<file path="src/rtl/tvhp_pkg.sv">
`default_nettype none

package tvhp_pkg;

    localparam int ACC_W = 44;
    localparam int KEY_W = 17;

    localparam logic [7:0] SEP_BYTE   = 8'h01;
    localparam logic [7:0] EQ_BYTE    = 8'h3D;
    localparam logic [7:0] PLUS_BYTE  = 8'h2B;
    localparam logic [7:0] MINUS_BYTE = 8'h2D;
    localparam logic [7:0] SPACE_BYTE = 8'h20;

    localparam logic [KEY_W-1:0] KEY_CAP   = 17'd65536;
    localparam logic [ACC_W-1:0] ACC_CAP   = {ACC_W{1'b1}};
    localparam logic [15:0]      MAX_PKG   = 16'hFFFF;
    localparam logic [16:0]      MAX_LEN   = 17'd99999;
    localparam logic [7:0]       MAX_CHAIN = 8'd255;
    localparam logic [ACC_W-1:0] MAX_SEQ   = 44'd9999999999999;

    typedef enum logic [1:0] {
        ST_OK        = 2'd0,
        ST_BAD_KEY   = 2'd1,
        ST_BAD_VALUE = 2'd2
    } status_t;

    typedef enum logic [1:0] {
        CFG_TAG_PACKAGE       = 2'd0,
        CFG_TAG_BODY_LENGTH   = 2'd1,
        CFG_TAG_MESSAGE_CHAIN = 2'd2,
        CFG_TAG_SEQUENCE      = 2'd3
    } cfg_index_t;

    typedef enum logic [6:0] {
        PH_SKIP   = 7'b0000001,
        PH_KEY    = 7'b0000010,
        PH_LEAD   = 7'b0000100,
        PH_DIGITS = 7'b0001000,
        PH_TAIL   = 7'b0010000,
        PH_BAD    = 7'b0100000,
        PH_DONE   = 7'b1000000
    } phase_t;

    typedef struct packed {
        logic [15:0] tag_package;
        logic [15:0] tag_body_length;
        logic [15:0] tag_message_chain;
        logic [15:0] tag_sequence;
    } tag_set_t;

    typedef struct packed {
        logic [7:0] data_byte;
        logic       end_of_header;
    } byte_item_t;

    typedef struct packed {
        logic [15:0]      package_id;
        logic [16:0]      body_length;
        logic [7:0]       message_chain;
        logic [ACC_W-1:0] sequence_number;
        logic [3:0]       seen_mask;
        logic [1:0]       parse_status;
    } result_t;

endpackage

`default_nettype wire

</file>
<file path="src/rtl/tvhp_parse_core.sv">
`default_nettype none

module tvhp_parse_core
    import tvhp_pkg::*;
(
    input  wire logic     clk,
    input  wire logic     rst_n,
    input  wire logic     step,
    input  wire byte_item_t item,
    input  wire tag_set_t tags,
    output result_t       result
);

    phase_t           phase_reg, phase_next;
    logic [KEY_W-1:0] key_reg, key_next;
    logic [ACC_W-1:0] acc_reg, acc_next;
    logic             key_ended_reg, key_ended_next;
    logic             digit_reg, digit_next;
    logic [15:0]      pkg_reg, pkg_next;
    logic [16:0]      len_reg, len_next;
    logic [7:0]       chain_reg, chain_next;
    logic [ACC_W-1:0] seq_reg, seq_next;
    logic [3:0]       seen_reg, seen_next;
    logic [1:0]       status_reg, status_next;

    logic [7:0]       b;
    logic             is_dec, is_hex, is_ws, is_sign, hex_mode, is_dig, take_digit;
    logic [3:0]       dval;
    logic [3:0]       tgt_hit;
    logic [20:0]      key_prod;
    logic [ACC_W+3:0] acc_prod;

    assign b = item.data_byte;

    // priority of the key compare: package, length, chain, sequence
    assign tgt_hit[0] = (key_reg == {1'b0, tags.tag_package});
    assign tgt_hit[1] = !tgt_hit[0] && (key_reg == {1'b0, tags.tag_body_length});
    assign tgt_hit[2] = !(|tgt_hit[1:0]) && (key_reg == {1'b0, tags.tag_message_chain});
    assign tgt_hit[3] = !(|tgt_hit[2:0]) && (key_reg == {1'b0, tags.tag_sequence});

    assign hex_mode = tgt_hit[0];
    assign is_dec   = (b >= 8'h30) && (b <= 8'h39);
    assign is_hex   = is_dec || ((b >= 8'h61) && (b <= 8'h66))
                      || ((b >= 8'h41) && (b <= 8'h46));
    assign is_dig   = hex_mode ? is_hex : is_dec;
    assign is_ws    = (b == SPACE_BYTE) || ((b >= 8'h09) && (b <= 8'h0D));
    assign is_sign  = (b == PLUS_BYTE) || (b == MINUS_BYTE);

    always_comb
    begin
        if (is_dec)
            dval = b[3:0];
        else if (b >= 8'h61)
            dval = 4'(b - 8'h57);
        else
            dval = 4'(b - 8'h37);
    end

    assign key_prod = {key_reg, 3'b000} + {2'b00, key_reg, 1'b0} + {17'd0, b[3:0]};

    // saturate when the shifted sum spills past the accumulator width
    assign acc_prod = hex_mode ? {acc_reg, 4'b0000}
                    : ({1'b0, acc_reg, 3'b000} + {3'b000, acc_reg, 1'b0}) + {44'd0, dval};

    logic [ACC_W+3:0] acc_sum;
    assign acc_sum = hex_mode ? ({acc_reg, 4'b0000} + {44'd0, dval}) : acc_prod;

    always_comb
    begin
        phase_next     = phase_reg;
        key_next       = key_reg;
        acc_next       = acc_reg;
        key_ended_next = key_ended_reg;
        digit_next     = digit_reg;
        pkg_next       = pkg_reg;
        len_next       = len_reg;
        chain_next     = chain_reg;
        seq_next       = seq_reg;
        seen_next      = seen_reg;
        status_next    = status_reg;
        take_digit     = 1'b0;

        case (phase_reg)
            PH_SKIP:
                phase_next = PH_KEY;
            PH_KEY:
            begin
                if (b == SEP_BYTE)
                    phase_next = PH_DONE;
                else if (b == EQ_BYTE)
                begin
                    phase_next = PH_LEAD;
                    acc_next   = '0;
                    digit_next = 1'b0;
                end
                else if (!key_ended_reg && is_dec)
                    key_next = (key_prod > {4'd0, KEY_CAP}) ? KEY_CAP : key_prod[KEY_W-1:0];
                else
                    key_ended_next = 1'b1;
            end
            PH_LEAD, PH_DIGITS, PH_TAIL, PH_BAD:
            begin
                if (b == SEP_BYTE)
                begin
                    if (tgt_hit == 4'b0000)
                    begin
                        status_next = ST_BAD_KEY;
                        phase_next  = PH_DONE;
                    end
                    else if ((phase_reg == PH_BAD) || (tgt_hit[0] && !digit_reg))
                    begin
                        status_next = ST_BAD_VALUE;
                        phase_next  = PH_DONE;
                    end
                    else
                    begin
                        if (tgt_hit[0])
                            pkg_next = (acc_reg > 44'(MAX_PKG)) ? MAX_PKG : acc_reg[15:0];
                        if (tgt_hit[1])
                            len_next = (acc_reg > 44'(MAX_LEN)) ? MAX_LEN : acc_reg[16:0];
                        if (tgt_hit[2])
                            chain_next = (acc_reg > 44'(MAX_CHAIN)) ? MAX_CHAIN : acc_reg[7:0];
                        if (tgt_hit[3])
                            seq_next = (acc_reg > MAX_SEQ) ? MAX_SEQ : acc_reg;
                        seen_next      = seen_reg | tgt_hit;
                        phase_next     = PH_KEY;
                        key_next       = '0;
                        acc_next       = '0;
                        key_ended_next = 1'b0;
                        digit_next     = 1'b0;
                    end
                end
                else if (phase_reg == PH_LEAD)
                begin
                    if (is_sign)
                        phase_next = PH_BAD;
                    else if (!is_ws)
                        take_digit = 1'b1;
                end
                else if (phase_reg == PH_DIGITS)
                    take_digit = 1'b1;

                if (take_digit)
                begin
                    if (is_dig)
                    begin
                        acc_next   = (acc_sum[ACC_W+3:ACC_W] != 4'd0) ? ACC_CAP
                                                                     : acc_sum[ACC_W-1:0];
                        digit_next = 1'b1;
                        phase_next = PH_DIGITS;
                    end
                    else
                        phase_next = PH_TAIL;
                end
            end
            default:
                ;
        endcase
    end

    // result reflects the state after the marked byte is parsed
    assign result.package_id      = pkg_next;
    assign result.body_length     = len_next;
    assign result.message_chain   = chain_next;
    assign result.sequence_number = seq_next;
    assign result.seen_mask       = seen_next;
    assign result.parse_status    = status_next;

    always_ff @(posedge clk or negedge rst_n)
    begin
        if (!rst_n)
        begin
            phase_reg     <= PH_SKIP;
            key_reg       <= '0;
            acc_reg       <= '0;
            key_ended_reg <= 1'b0;
            digit_reg     <= 1'b0;
            pkg_reg       <= '0;
            len_reg       <= '0;
            chain_reg     <= '0;
            seq_reg       <= '0;
            seen_reg      <= '0;
            status_reg    <= ST_OK;
        end
        else if (step)
        begin
            if (item.end_of_header)
            begin
                phase_reg     <= PH_SKIP;
                key_reg       <= '0;
                acc_reg       <= '0;
                key_ended_reg <= 1'b0;
                digit_reg     <= 1'b0;
                pkg_reg       <= '0;
                len_reg       <= '0;
                chain_reg     <= '0;
                seq_reg       <= '0;
                seen_reg      <= '0;
                status_reg    <= ST_OK;
            end
            else
            begin
                phase_reg     <= phase_next;
                key_reg       <= key_next;
                acc_reg       <= acc_next;
                key_ended_reg <= key_ended_next;
                digit_reg     <= digit_next;
                pkg_reg       <= pkg_next;
                len_reg       <= len_next;
                chain_reg     <= chain_next;
                seq_reg       <= seq_next;
                seen_reg      <= seen_next;
                status_reg    <= status_next;
            end
        end
    end

    a_last_restarts: assert property (@(posedge clk) disable iff (!rst_n)
        step && item.end_of_header |=> phase_reg == PH_SKIP && seen_reg == 4'd0)
        else $error("header end did not restart the parser");

    a_status_done: assert property (@(posedge clk) disable iff (!rst_n)
        status_reg != ST_OK |-> phase_reg == PH_DONE)
        else $error("error status recorded while parsing continues");

    a_seen_kept: assert property (@(posedge clk) disable iff (!rst_n)
        $past(step) && !$past(item.end_of_header)
        |-> (seen_reg & $past(seen_reg)) == $past(seen_reg))
        else $error("seen mask lost a bit inside a header");

endmodule

`default_nettype wire

</file>
<file path="src/rtl/tvhp_out_reg.sv">
`default_nettype none

module tvhp_out_reg
    import tvhp_pkg::*;
(
    input  wire logic    clk,
    input  wire logic    rst_n,
    input  wire logic    load,
    input  wire result_t load_data,
    input  wire logic    result_stall,
    output logic         free,
    output logic         result_valid,
    output result_t      result_data
);

    logic    vld_reg;
    result_t data_reg;

    assign free         = !vld_reg || !result_stall;
    assign result_valid = vld_reg;
    assign result_data  = data_reg;

    always_ff @(posedge clk or negedge rst_n)
    begin
        if (!rst_n)
            vld_reg <= 1'b0;
        else if (load)
            vld_reg <= 1'b1;
        else if (!result_stall)
            vld_reg <= 1'b0;
    end

    // hold the result until the request is taken
    always_ff @(posedge clk)
    begin
        if (load)
            data_reg <= load_data;
    end

endmodule

`default_nettype wire

</file>
<file path="src/rtl/tag_value_header_parser_unit.sv">
`default_nettype none

// Flow: an accepted byte waits in the input register and is parsed when it fires;
// a result is loaded into the output register when its end_of_header byte fires.
// Throughput: one byte per cycle, set by the combinational parse step between
// the input register and the parser state; the input stalls only while a
// finished result is held and another header end is waiting.
// Reset: rst_n clears all control state and restores the default key numbers.
module tag_value_header_parser_unit
    import tvhp_pkg::*;
(
    input  wire logic       clk,
    input  wire logic       rst_n,
    input  wire logic       byte_valid,
    output logic            byte_stall,
    input  wire byte_item_t byte_data,
    output logic            result_valid,
    input  wire logic       result_stall,
    output result_t         result_data,
    input  wire logic       cfg_valid,
    output logic            cfg_ready,
    input  wire logic [1:0] cfg_index,
    input  wire logic [15:0] cfg_data
);

    logic       in_vld_reg;
    byte_item_t in_item_reg;
    logic       out_free;
    logic       fire;
    logic       byte_take;
    tag_set_t   tags_reg;
    result_t    core_result;

    assign cfg_ready = 1'b1;

    always_ff @(posedge clk or negedge rst_n)
    begin
        if (!rst_n)
        begin
            tags_reg.tag_package       <= 16'd1;
            tags_reg.tag_body_length   <= 16'd2;
            tags_reg.tag_message_chain <= 16'd3;
            tags_reg.tag_sequence      <= 16'd4;
        end
        else if (cfg_valid && cfg_ready)
        begin
            case (cfg_index_t'(cfg_index))
                CFG_TAG_PACKAGE:       tags_reg.tag_package       <= cfg_data;
                CFG_TAG_BODY_LENGTH:   tags_reg.tag_body_length   <= cfg_data;
                CFG_TAG_MESSAGE_CHAIN: tags_reg.tag_message_chain <= cfg_data;
                CFG_TAG_SEQUENCE:      tags_reg.tag_sequence      <= cfg_data;
                default:               ;
            endcase
        end
    end

    // advance unless a header end would overwrite a result still waiting
    assign fire       = in_vld_reg && (!in_item_reg.end_of_header || out_free);
    assign byte_stall = in_vld_reg && !fire;
    assign byte_take  = byte_valid && !byte_stall;

    always_ff @(posedge clk or negedge rst_n)
    begin
        if (!rst_n)
            in_vld_reg <= 1'b0;
        else if (byte_take)
            in_vld_reg <= 1'b1;
        else if (fire)
            in_vld_reg <= 1'b0;
    end

    always_ff @(posedge clk)
    begin
        if (byte_take)
            in_item_reg <= byte_data;
    end

    tvhp_parse_core u_core (
        .clk    (clk),
        .rst_n  (rst_n),
        .step   (fire),
        .item   (in_item_reg),
        .tags   (tags_reg),
        .result (core_result)
    );

    tvhp_out_reg u_out (
        .clk          (clk),
        .rst_n        (rst_n),
        .load         (fire && in_item_reg.end_of_header),
        .load_data    (core_result),
        .result_stall (result_stall),
        .free         (out_free),
        .result_valid (result_valid),
        .result_data  (result_data)
    );

    a_end_gives_result: assert property (@(posedge clk) disable iff (!rst_n)
        fire && in_item_reg.end_of_header |=> result_valid)
        else $error("header end produced no result");

    a_stall_cause: assert property (@(posedge clk) disable iff (!rst_n)
        byte_stall |-> result_valid && result_stall && in_item_reg.end_of_header)
        else $error("input stalled without a blocked result");

    a_empty_no_stall: assert property (@(posedge clk) disable iff (!rst_n)
        !in_vld_reg |-> !byte_stall)
        else $error("input stalled with an empty input register");

endmodule

`default_nettype wire
</file>
<file path="config.mk">
export PLATFORM = sky130hd
export DESIGN_NAME = tag_value_header_parser_unit
export DESIGN_NICKNAME = d
export VERILOG_FILES = /design/src/rtl/tvhp_pkg.sv /design/src/rtl/tvhp_parse_core.sv /design/src/rtl/tvhp_out_reg.sv /design/src/rtl/tag_value_header_parser_unit.sv
export SDC_FILE = /design/constraint.sdc
export NUM_CORES = 1
export LEC_CHECK = 0
export ABC_AREA = 1
export BUFFER_PORTS_ARGS = -buffer_cell sky130_fd_sc_hd__buf_2
export CORE_MARGIN = 1
export CORE_UTILIZATION = 25
export CTS_CLUSTER_SIZE = 30
export DETAILED_ROUTE_END_ITERATION = 8
export PLACE_DENSITY = 0.44
export SETUP_SLACK_MARGIN = 0.15
export SLEW_MARGIN = 15
export SYNTH_ARGS = -nofsm -noshare
export SYNTH_HDL_FRONTEND = slang
export SYNTH_SLANG_ARGS = --single-unit
export TNS_END_PERCENT = 10
</file>
<file path="constraint.sdc">
create_clock -name clk -period 4.68 [get_ports clk]
set_input_delay 0.936 -clock clk [delete_from_list [all_inputs] [get_ports clk]]
set_output_delay 0.936 -clock clk [all_outputs]
set_load 0.05 [all_outputs]
</file>
==> impl_metrics.json, run 1 <==
{
  "vias": 19684,
  "cts_sinks": 327,
  "ys_ff_latch": 327,
  "crit_chain": "inv_1 > ha_1 > or2_2 > nand2_1 > nand2_1 > nand2_4 > o31ai_1 > xor2_1 > fa_1 > inv_1 > ha_1 > nand2_1 > nand2_1 > and2_1 > nand3_1 > nand3_1 > nand3_1 > nand3_1 > nand2_1 > nand3_2 > buf_8 > nand4_1 > nand2_1 > nand2_1",
  "worst-setup-path-type": "register to register",
  "grt_use_met2_pct": 26.26,
  "dieArea_um2": 88820,
  "rsz0062_at_grt": "no",
  "wl_mm": 74.96,
  "num_rows": 108,
  "p_leak_nw": 13.20,
  "slowest_stage": "fa_1",
  "cp.required_ns": 5.13,
  "critPathArrivalTime_ns": 4.68,
  "syn_inst": 3051,
  "hold_viol": 0,
  "port_buffers": 124,
  "slew_headroom_pct": 35.99,
  "hold_ws_ns": 0.2679,
  "ctsHtreeMaxLevel": 2,
  "grt.total_usage_pct": 16.67,
  "clock_latency_ns": 0.58,
  "crit_path_start_kind": "register",
  "syn_nets": 3212,
  "max_clock_freq_mhz": 236.1,
  "numCtsBuffers": 41,
  "fin_tns_setup_ns": 0,
  "r2r_cells": 24,
  "first_iter_violations": 1324,
  "finalCriticalPeriod_ns": 4.236,
  "drive_gt1_share_pct": 10.28,
  "setup.worst_path.start": "in_item_reg[1]$_DFFE_PP_",
  "hpwlAfterDp_mm": 55.74,
  "gr-total-overflow": 0,
  "nets": 3329,
  "timing.rr.start": "in_item_reg[1]$_DFFE_PP_",
  "path_common_cell": "nand2_1",
  "drv_cap": 0,
  "worst_slew_pin_slew_ns": 0.9567,
  "synth_ff_type": "dfrtp_1",
  "pre_cts_slack_ns": 0.1129,
  "drc": 0,
  "ys_seq_area_share_pct": 39.67,
  "synth_warnings": 0,
  "first_pass_iters": 6,
  "fin_worst_skew_ns": 0.03318,
  "antenna_found_initial": 4,
  "period_share_pct": 90.52,
  "postLayoutSetupSlackWorst_ns": 0.4436,
  "postRouteAntennaNets": 0,
  "io_pins": 126,
  "slew_violations": 0,
  "core_um2": 86750,
  "filler_cell_count": 9625,
  "path_clk_slew_ns": 0.06,
  "cts_tree": "built",
  "avgViaCountPerCell": 4.519,
  "largest_reg_flops": 91,
  "wl_per_cell_um": 17.21,
  "multi_input_area_um2": 11170,
  "yosysUniqueCellTypes": 58,
  "grt_pass1_wl_mm": 116.0,
  "root_buffer": "clkbuf_16",
  "async_reset_ff_share_pct": 69.42,
  "critPathMaxFanout": 27,
  "die_x_um": 298.0,
  "setup_violations": 0,
  "grtUsageMet1_pct": 23.99,
  "grt_max_degree": 71,
  "outcome": "finished clean",
  "global_route.usage.met3_pct": 2.552,
  "gp_congestion": 0.9625,
  "start_util_pct": 25.25,
  "regArea_um2": 8691,
  "syn_area_um2": 21910,
  "ir_drop_mv": 0.2373,
  "p_per_area_nw_per_um2": 335.2,
  "avgSynthCellArea_um2": 7.181,
  "area_growth_pct": 15.63,
  "max_stage_delay_ns": 0.61,
  "end_kind": "register",
  "min_path_type": "input port to async pin",
  "grt_pass1_vias": 19065,
  "die_h_um": 298.0,
  "grt_busiest_layer": "met2",
  "clk_path_buf_depth": 3,
  "synth_edf_count": 100
}
what timing repair did:
item	CTS	global route
endpoints found under the setup margin	32	44
hold buffers	0	0
resized for setup	1	16
gates cloned	0	2
buffers inserted	0	12
hold endpoints to repair	0	0
pin swaps	0	3
per-layer routing:
| layer | routed length (um) | vias to the layer above |
|---|---|---|
| met5 | 13 | - |
| met4 | 1333 | 2 |
| met3 | 3575 | 80 |
| met2 | 33630 | 392 |
| met1 | 36410 | 9154 |
| li1 | - | 10056 |
placed cells by master (no fill, tap or decap), types with 5 or more instances in the layout:
| cell type | synthesis | layout |
|---|---|---|
| nand2_1 | 1036 | 1032 |
| inv_1 | 400 | 398 |
| nor2_1 | 229 | 228 |
| nand3_1 | 227 | 226 |
| dfrtp_1 | 221 | 221 |
| o21ai_0 | 151 | 151 |
| ha_1 | 125 | 124 |
| buf_2 | 26 | 123 |
| a21oi_1 | 118 | 118 |
| edfxtp_1 | 100 | 100 |
| nand4_1 | 57 | 57 |
| buf_4 | 11 | 44 |
| clkbuf_16 | 0 | 43 |
| nor3_1 | 31 | 31 |
| xor2_1 | 29 | 28 |
| o21ai_1 | 26 | 26 |
| xnor2_1 | 24 | 24 |
| o22ai_1 | 18 | 18 |
| o21a_1 | 16 | 16 |
| inv_2 | 14 | 15 |
| nand2_2 | 9 | 12 |
| o21ai_2 | 10 | 10 |
| and2_1 | 9 | 9 |
| o21bai_1 | 9 | 9 |
| or2_2 | 8 | 8 |
| nor4_1 | 8 | 8 |
| clkinv_2 | 0 | 8 |
| clkbuf_1 | 52 | 8 |
| nor2_2 | 7 | 7 |
| nand3_2 | 5 | 6 |
| nand3b_1 | 6 | 6 |
| clkbuf_8 | 0 | 6 |
| dfstp_2 | 6 | 6 |
| nor2_4 | 4 | 5 |
| a211oi_1 | 5 | 5 |
cell families after synthesis:
family,after synthesis,synth area share [%]
simple gates,1648,31.60
buf+inv,519,9.594
compound gates,373,9.446
flops,327,39.67
fa+ha+maj,129,7.504
xor+xnor,53,2.119
other cells,1,0.01712
mux,1,0.04569
cell type report:
cell class              count  area share [%]
diodes                      1        0.009878
clock buffers              55           4.494
clock inverters            20          0.7557
inverters                 416           6.194
multi-input cells        2205           44.08
flip-flops and latches    327           34.31
well taps                1155           5.705
repair buffers            177           4.455
through the flow:
step	utilization (%)	area [um^2]	std cells	total power, mW
6_report	29.20	25330	4356	8.491
5_1_grt	29.20	25330	4355	9.018
4_1_cts	28.97	25130	4341	8.610
3_5_place_dp	27.43	23800	4266	5.374
3_3_place_gp	27.43	23800	4266	5.377
2_1_floorplan	-	21910	3051	4.813
path summary, 6_finish.rpt:
path	end	slack (ns)
hold reg to reg	u_core.seq_reg[33]$_DFFE_PN0P_	0.48
setup reg to reg	u_core.acc_reg[39]$_DFFE_PN0P_	0.44
setup / recovery	u_core.acc_reg[39]$_DFFE_PN0P_	0.44
min in group clk	u_core.seq_reg[33]$_DFFE_PN0P_	0.48
hold / removal	tags_reg[60]$_DFFE_PN0P_	0.27
max in group asynchronous	u_core.seq_reg[38]$_DFFE_PN0P_	3.31
synthesized netlist by cell type (5+ instances only):
cell / number / area share (%)
inv_1: 400 / 6.9
buf_6: 10 / 0.51
buf_4: 11 / 0.38
o21ai_1: 26 / 0.59
dfrtp_1: 221 / 25
a211oi_1: 5 / 0.17
nand3_2: 5 / 0.23
nor2_2: 7 / 0.20
xor2_1: 29 / 1.2
a21oi_1: 118 / 2.7
xnor2_1: 24 / 0.96
nor2_1: 229 / 3.9
clkbuf_1: 52 / 0.89
o21ai_0: 151 / 3.4
ha_1: 125 / 7.1
nor3_1: 31 / 0.71
o21a_1: 16 / 0.55
nand3b_1: 6 / 0.21
nand2_1: 1036 / 18
nor4_1: 8 / 0.23
inv_2: 14 / 0.24
edfxtp_1: 100 / 14
o21bai_1: 9 / 0.31
o21ai_2: 10 / 0.40
or2_2: 8 / 0.23
and2_1: 9 / 0.26
buf_2: 26 / 0.59
dfstp_2: 6 / 0.72
o22ai_1: 18 / 0.51
nand2_2: 9 / 0.26
nand4_1: 57 / 1.6
nand3_1: 227 / 5.2
critical path: cells and delay by family (launching register included):
| kind | cells | cell delay (ns) |
|---|---|---|
| compound gates | 1 | 0.08 |
| xor+xnor | 1 | 0.18 |
| fa+ha+maj | 3 | 1.12 |
| buf+inv | 3 | 0.38 |
| flops | 1 | 0.44 |
| simple gates | 16 | 1.89 |
where the power goes:
group | leakage [nW] | total [mW] | switching, mW | internal [mW]
registers | 4.02 | 3.41 | 0.249 | 3.16
clock network | 0.654 | 3.19 | 1.31 | 1.88
logic | 8.52 | 1.90 | 1.29 | 0.608
No activity file was read; power rests on OpenSTA's default activity.
==> run 2: changes to the inputs <==
SYNTH_HIERARCHICAL = 1   (was unset)
==> impl_metrics.json, run 2 <==
{
  "wl_per_cell_um": 17.65,
  "syn_area_um2": 22120,
  "grt.total_usage_pct": 16.92,
  "gp_congestion": 0.8870,
  "die_h_um": 299.4,
  "outcome": "finished clean",
  "drv_cap": 0,
  "slowest_stage": "fa_1",
  "first_iter_violations": 1299,
  "postRouteAntennaNets": 0,
  "r2r_cells": 25,
  "first_pass_iters": 7,
  "start_util_pct": 25.38,
  "setup_violations": 0,
  "nets": 3300,
  "slew_violations": 0,
  "hpwlAfterDp_mm": 55.99,
  "synth.cells.most_frequent": "nand2_1, inv_1, nor2_1",
  "grt_pass1_vias": 19462,
  "p_per_area_nw_per_um2": 334.7,
  "ctsHtreeMaxLevel": 2,
  "ys_ff_latch": 327,
  "hold_buffers": 0,
  "fin_tns_setup_ns": 0,
  "p_total_mw": 8.424,
  "gr-total-overflow": 0,
  "grt_max_degree": 88,
  "vias": 19910,
  "ir_drop_mv": 0.2225,
  "max_stage_delay_ns": 0.49,
  "max_clock_freq_mhz": 240.1,
  "cp.required_ns": 5.14,
  "critPathMaxFanout": 44,
  "hold_ws_ns": 0.3558,
  "die_x_um": 299.4,
  "antenna_found_initial": 6,
  "dieArea_um2": 89670,
  "async_reset_ff_share_pct": 69.42,
  "synth_edf_count": 100,
  "critPathArrivalTime_ns": 4.62,
  "slew_headroom_pct": 36.30,
  "final_common_cell": "nand2_1",
  "final_cell_mix": "nand2_1, inv_1, nor2_1",
  "yosysMostFrequentCell": "nand2_1",
  "numCtsBuffers": 39,
  "io_pins": 126,
  "yosysUniqueCellTypes": 57,
  "cts_tree": "built",
  "drive_gt1_share_pct": 10.38,
  "cts_sinks": 327,
  "netlist.top_cell.by_area": "dfrtp_1",
  "area_growth_pct": 13.78,
  "worst_slew_pin_slew_ns": 0.9555,
  "synth_area_leaders": "dfrtp_1, nand2_1, edfxtp_1",
  "num_rows": 108,
  "largest_reg_flops": 91,
  "ys_seq_area_share_pct": 39.29,
  "cts_setup_buffers": 0,
  "worst-setup-path-type": "register to register",
  "yosysTopAreaCellShare_pct": 25.00,
  "drc": 0,
  "path_common_cell": "nand2_1",
  "min_path_type": "input port to async pin",
  "synth_warnings": 6,
  "period_share_pct": 89.01,
  "rsz0062_at_grt": "no",
  "p_leak_nw": 12.99,
  "clock_latency_ns": 0.57,
  "timing.rr.start": "in_item_reg[2]$_DFFE_PP_",
  "fin_worst_skew_ns": 0.02016,
  "root_buffer": "clkbuf_16",
  "r2r-end": "u_core/acc_reg[1]$_DFFE_PN0P_",
  "avgSynthCellArea_um2": 7.254,
  "syn_inst": 3049,
  "core_um2": 87160,
  "clk_path_buf_depth": 3,
  "end_kind": "register",
  "wl_mm": 76.36,
  "r2r_setup_slack_ns": 0.51,
  "cts.repair.resized": 0,
  "antenna_cells": 0,
  "syn_nets": 3209,
  "path_clk_slew_ns": 0.06,
  "finalCriticalPeriod_ns": 4.166,
  "port_buffers": 124,
  "grt_pass1_wl_mm": 118.0,
  "synth_ff_type": "dfrtp_1",
  "avgViaCountPerCell": 4.602,
  "crit_path_start_kind": "register",
  "hold_viol": 0
}
==> run 2: cell types whose count changed after synthesis, sizes merged, moves of 12 or more <==
| cell | previous run | this run |
|---|---|---|
| nand2 | 1046 | 1131 |
| o21ai | 187 | 148 |
| nor3 | 34 | 18 |
| a21oi | 119 | 81 |
| clkbuf | 52 | 40 |
| nand4 | 59 | 100 |
| inv | 416 | 336 |
| buf | 51 | 67 |
| or2 | 10 | 42 |
==> run 2: worst max-delay path: cells and delay by family, from the launching register on <==
family	cells	cell delay (ns)
AO/OA/AOI/OAI	2	0.25
flip-flops	1	0.42
AND/OR/NAND/NOR	15	1.50
adder cells (fa/ha/maj)	3	1.01
buffers and inverters	4	0.61
XOR/XNOR	1	0.26
==> run 2: per-stage QoR <==
step           instance area [um^2]  setup slack, ns  util [%]  instances
2_1_floorplan                 22120           0.7905         -       3049
3_3_place_gp                  23930           0.4571     27.46       4254
3_5_place_dp                  23930           0.3897     27.46       4254
4_1_cts                       25150           0.3674     28.86       4326
5_1_grt                       25170           0.1570     28.87       4326
6_report                      25170           0.5143     28.87       4326
==> run 2: cells by family after synthesis <==
| kind of cell | after synthesis | share of synthesized area [%] |
|---|---|---|
| mux | 1 | 0.04526 |
| xor+xnor | 55 | 2.178 |
| fa+ha+maj | 128 | 7.376 |
| simple gates | 1804 | 35.40 |
| flops | 327 | 39.29 |
| other cells | 1 | 0.01695 |
| compound gates | 288 | 7.331 |
| buf+inv | 445 | 8.361 |
==> run 2: layer usage <==
layer	vias to the layer above	GRT usage (%)	wire length, um
li1	10028	-	-
met3	121	1.986	2816
met4	2	4.859	2173
met2	414	28.19	35460
met5	-	0	8
met1	9345	22.93	35910
==> run 2: layout make-up <==
class	instances	area (um^2)
fillers	9518	61990
multi-input cells	2277	11600
flip-flops and latches	327	8691
well taps	1155	1445
inverters	338	1274
clock buffers	57	1125
repair buffers	157	935.9
clock inverters	15	93.84
==> run 2: worst max-delay path by stage <==
stage	startpoint	to	slack (ns)	cells after the start
4_1_cts	in_item_reg[2]$_DFFE_PP_	u_core/acc_reg[10]$_DFFE_PN0P_	0.37	25
3_3_place_gp	in_item_reg[2]$_DFFE_PP_	u_core/acc_reg[8]$_DFFE_PN0P_	0.46	25
3_5_place_dp	in_item_reg[2]$_DFFE_PP_	u_core/acc_reg[1]$_DFFE_PN0P_	0.39	25
5_1_grt	in_item_reg[2]$_DFFE_PP_	u_core/acc_reg[41]$_DFFE_PN0P_	0.16	25
2_1_floorplan	in_item_reg[2]$_DFFE_PP_	u_core/acc_reg[29]$_DFFE_PN0P_	0.79	25
6_report	in_item_reg[2]$_DFFE_PP_	u_core/acc_reg[1]$_DFFE_PN0P_	0.51	25
==> run 2: report_power, final <==
| group | switching (mW) | total [mW] | internal, mW |
|---|---|---|---|
| combinational | 1.35 | 2.02 | 0.668 |
| clock | 1.28 | 2.95 | 1.68 |
| sequential | 0.284 | 3.45 | 3.17 |
==> run 3: changes to the inputs <==
BUFFER_PORTS_ARGS = unset   (was -buffer_cell sky130_fd_sc_hd__buf_2)
DONT_BUFFER_PORTS = 1   (was unset)
PLACE_DENSITY = 0.43   (was 0.44)
==> impl_metrics.json, run 3 (synthesized netlist as in run 2, its figures left out) <==
{
  "place_inst": 4120,
  "grt_max_degree": 228,
  "cts_tree": "built",
  "hold_viol": 0,
  "die_h_um": 299.4,
  "postRouteAntennaNets": 0,
  "fin_util_pct": 28.21,
  "nets": 3169,
  "fin_tns_setup_ns": 0,
  "r2r_setup_slack_ns": 0.43,
  "io_pins": 126,
  "critPathBufInv": 4,
  "dieArea_um2": 89670,
  "hpwlAfterDp_mm": 54.72,
  "r2r_cells": 23,
  "port_buffers": 0,
  "start_util_pct": 25.38,
  "antenna_found_initial": 8,
  "first_iter_violations": 1318,
  "critical-path-top-delay-family": "simple AND/OR/NAND/NOR gates",
  "max_stage_delay_ns": 0.39,
  "max_clock_freq_mhz": 235.2,
  "p_leak_nw": 12.49,
  "antenna_cells": 0,
  "rsz0062_at_grt": "no",
  "dr_wl_met2_mm": 36.20,
  "worst_slew_pin_slew_ns": 1.025,
  "final_common_cell": "nand2_1",
  "drv_cap": 0,
  "min_path_type": "input port to async pin",
  "period_share_pct": 90.85,
  "crit_chain": "inv_1 > ha_1 > inv_1 > a21oi_1 > o21ai_2 > nand2_1 > xor2_2 > fa_1 > ha_1 > or2_1 > nand2_1 > inv_2 > nand2_1 > nand3_1 > nand2_1 > nand2_1 > nand3_1 > nand4_1 > nand3_4 > buf_12 > nand4_1 > nand2_1 > nand2_1",
  "numCtsBuffers": 40,
  "dpl_cell_area_um2": 23200,
  "area_growth_pct": 11.16,
  "final_cells": 4196,
  "grt_pass1_wl_mm": 117.8,
  "critPathCapture": "u_core/acc_reg[39]$_DFFE_PN0P_",
  "gp_congestion": 0.8734,
  "final_cell_mix": "nand2_1, inv_1, nor2_1",
  "fin_area_um2": 24590,
  "slew_headroom_pct": 31.61,
  "setup_violations": 0,
  "ir_drop_mv": 0.2583,
  "end_kind": "register",
  "cp.required_ns": 5.14,
  "clock_latency_ns": 0.59,
  "crit_cells": 23,
  "path_clk_slew_ns": 0.06,
  "drive_gt1_share_pct": 6.610,
  "path_common_cell": "nand2_1",
  "grt_pass1_vias": 18907,
  "hold_ws_ns": 0.05972,
  "wl_met1_mm": 35.91,
  "fin_worst_skew_ns": 0.03796,
  "drc": 0,
  "grt.total_usage_pct": 16.91,
  "core_um2": 87160,
  "r2r-end": "u_core/acc_reg[39]$_DFFE_PN0P_",
  "gr-total-overflow": 0,
  "met3WireLength_mm": 3.305,
  "crit_path_start_kind": "register",
  "finalCriticalPeriod_ns": 4.252,
  "ctsHtreeMaxLevel": 2,
  "critPathArrivalTime_ns": 4.71,
  "timing.rr.start": "in_item_reg[2]$_DFFE_PP_",
  "vias": 19309,
  "root_buffer": "clkbuf_16",
  "setup.worst_path.start": "in_item_reg[2]$_DFFE_PP_",
  "largest_reg_flops": 91,
  "avgViaCountPerCell": 4.602,
  "slowest_stage": "fa_1",
  "worst-setup-path-type": "register to register",
  "cts_sinks": 327,
  "wl_per_cell_um": 18.38,
  "critPathMaxFanout": 22,
  "clk_path_buf_depth": 3,
  "num_rows": 108,
  "first_pass_iters": 6,
  "die_x_um": 299.4,
  "highest_layer": "met4",
  "slew_violations": 0,
  "outcome": "finished clean",
  "p_per_area_nw_per_um2": 347.4,
  "wl_mm": 77.11
}
==> run 3: power breakdown <==
group	total, mW	internal (mW)	switching [mW]
clock network	3.19	1.83	1.36
logic	1.76	0.627	1.13
registers	3.59	3.17	0.420
==> run 3: per-layer routing <==
layer / track usage [%] / up-vias
li1: - / 9775
met1: 22.83 / 8977
met2: 28.42 / 452
met3: 2.109 / 105
met4: 4.300 / 0
met5: 0 / -
==> run 3: per-stage QoR <==
stage / worst slack [ns] / power [mW]
2_1_floorplan: 0.7905 / 4.950
3_3_place_gp: 0.3457 / 5.440
3_5_place_dp: 0.2705 / 5.420
4_1_cts: 0.2728 / 8.682
5_1_grt: 0.09041 / 9.040
6_report: 0.4284 / 8.541
==> run 3: cell type report <==
type	instances	area, um^2
clock buffers	50	1089
fillers	9612	62570
repair buffers	25	241.5
flip-flops and latches	327	8691
well taps	1155	1445
clock inverters	24	230.2
inverters	338	1274
multi-input cells	2277	11620
==> run 3: worst min path at each step <==
stage                                endpoint  slack (ns)  depth (start not counted)
2_1_floorplan  u_core/seq_reg[10]$_DFFE_PN0P_        0.44                          2
3_3_place_gp   u_core/seq_reg[26]$_DFFE_PN0P_        0.45                          2
3_5_place_dp   u_core/seq_reg[21]$_DFFE_PN0P_        0.46                          2
4_1_cts         u_core/acc_reg[3]$_DFFE_PN0P_        0.03                          0
5_1_grt              tags_reg[25]$_DFFE_PN0P_        0.03                          0
6_report             tags_reg[26]$_DFFE_PN0P_        0.06                          0
==> run 3: timing repair <==
action	CTS	global route
buffers inserted	0	0
hold buffers	0	0
endpoints found under the setup margin	0	44
resized for setup	0	7
==> run 3: worst register-to-register path, stage by stage (launching register included) <==
cell and delay, ns:
edfxtp_1 0.37, inv_1 0.11, ha_1 0.23, inv_1 0.12, a21oi_1 0.09, o21ai_2 0.20
nand2_1 0.12, xor2_2 0.17, fa_1 0.39, ha_1 0.34, or2_1 0.24, nand2_1 0.15
inv_2 0.05, nand2_1 0.05, nand3_1 0.18, nand2_1 0.11, nand2_1 0.07, nand3_1 0.20
nand4_1 0.21, nand3_4 0.25, buf_12 0.22, nand4_1 0.14, nand2_1 0.08, nand2_1 0.05
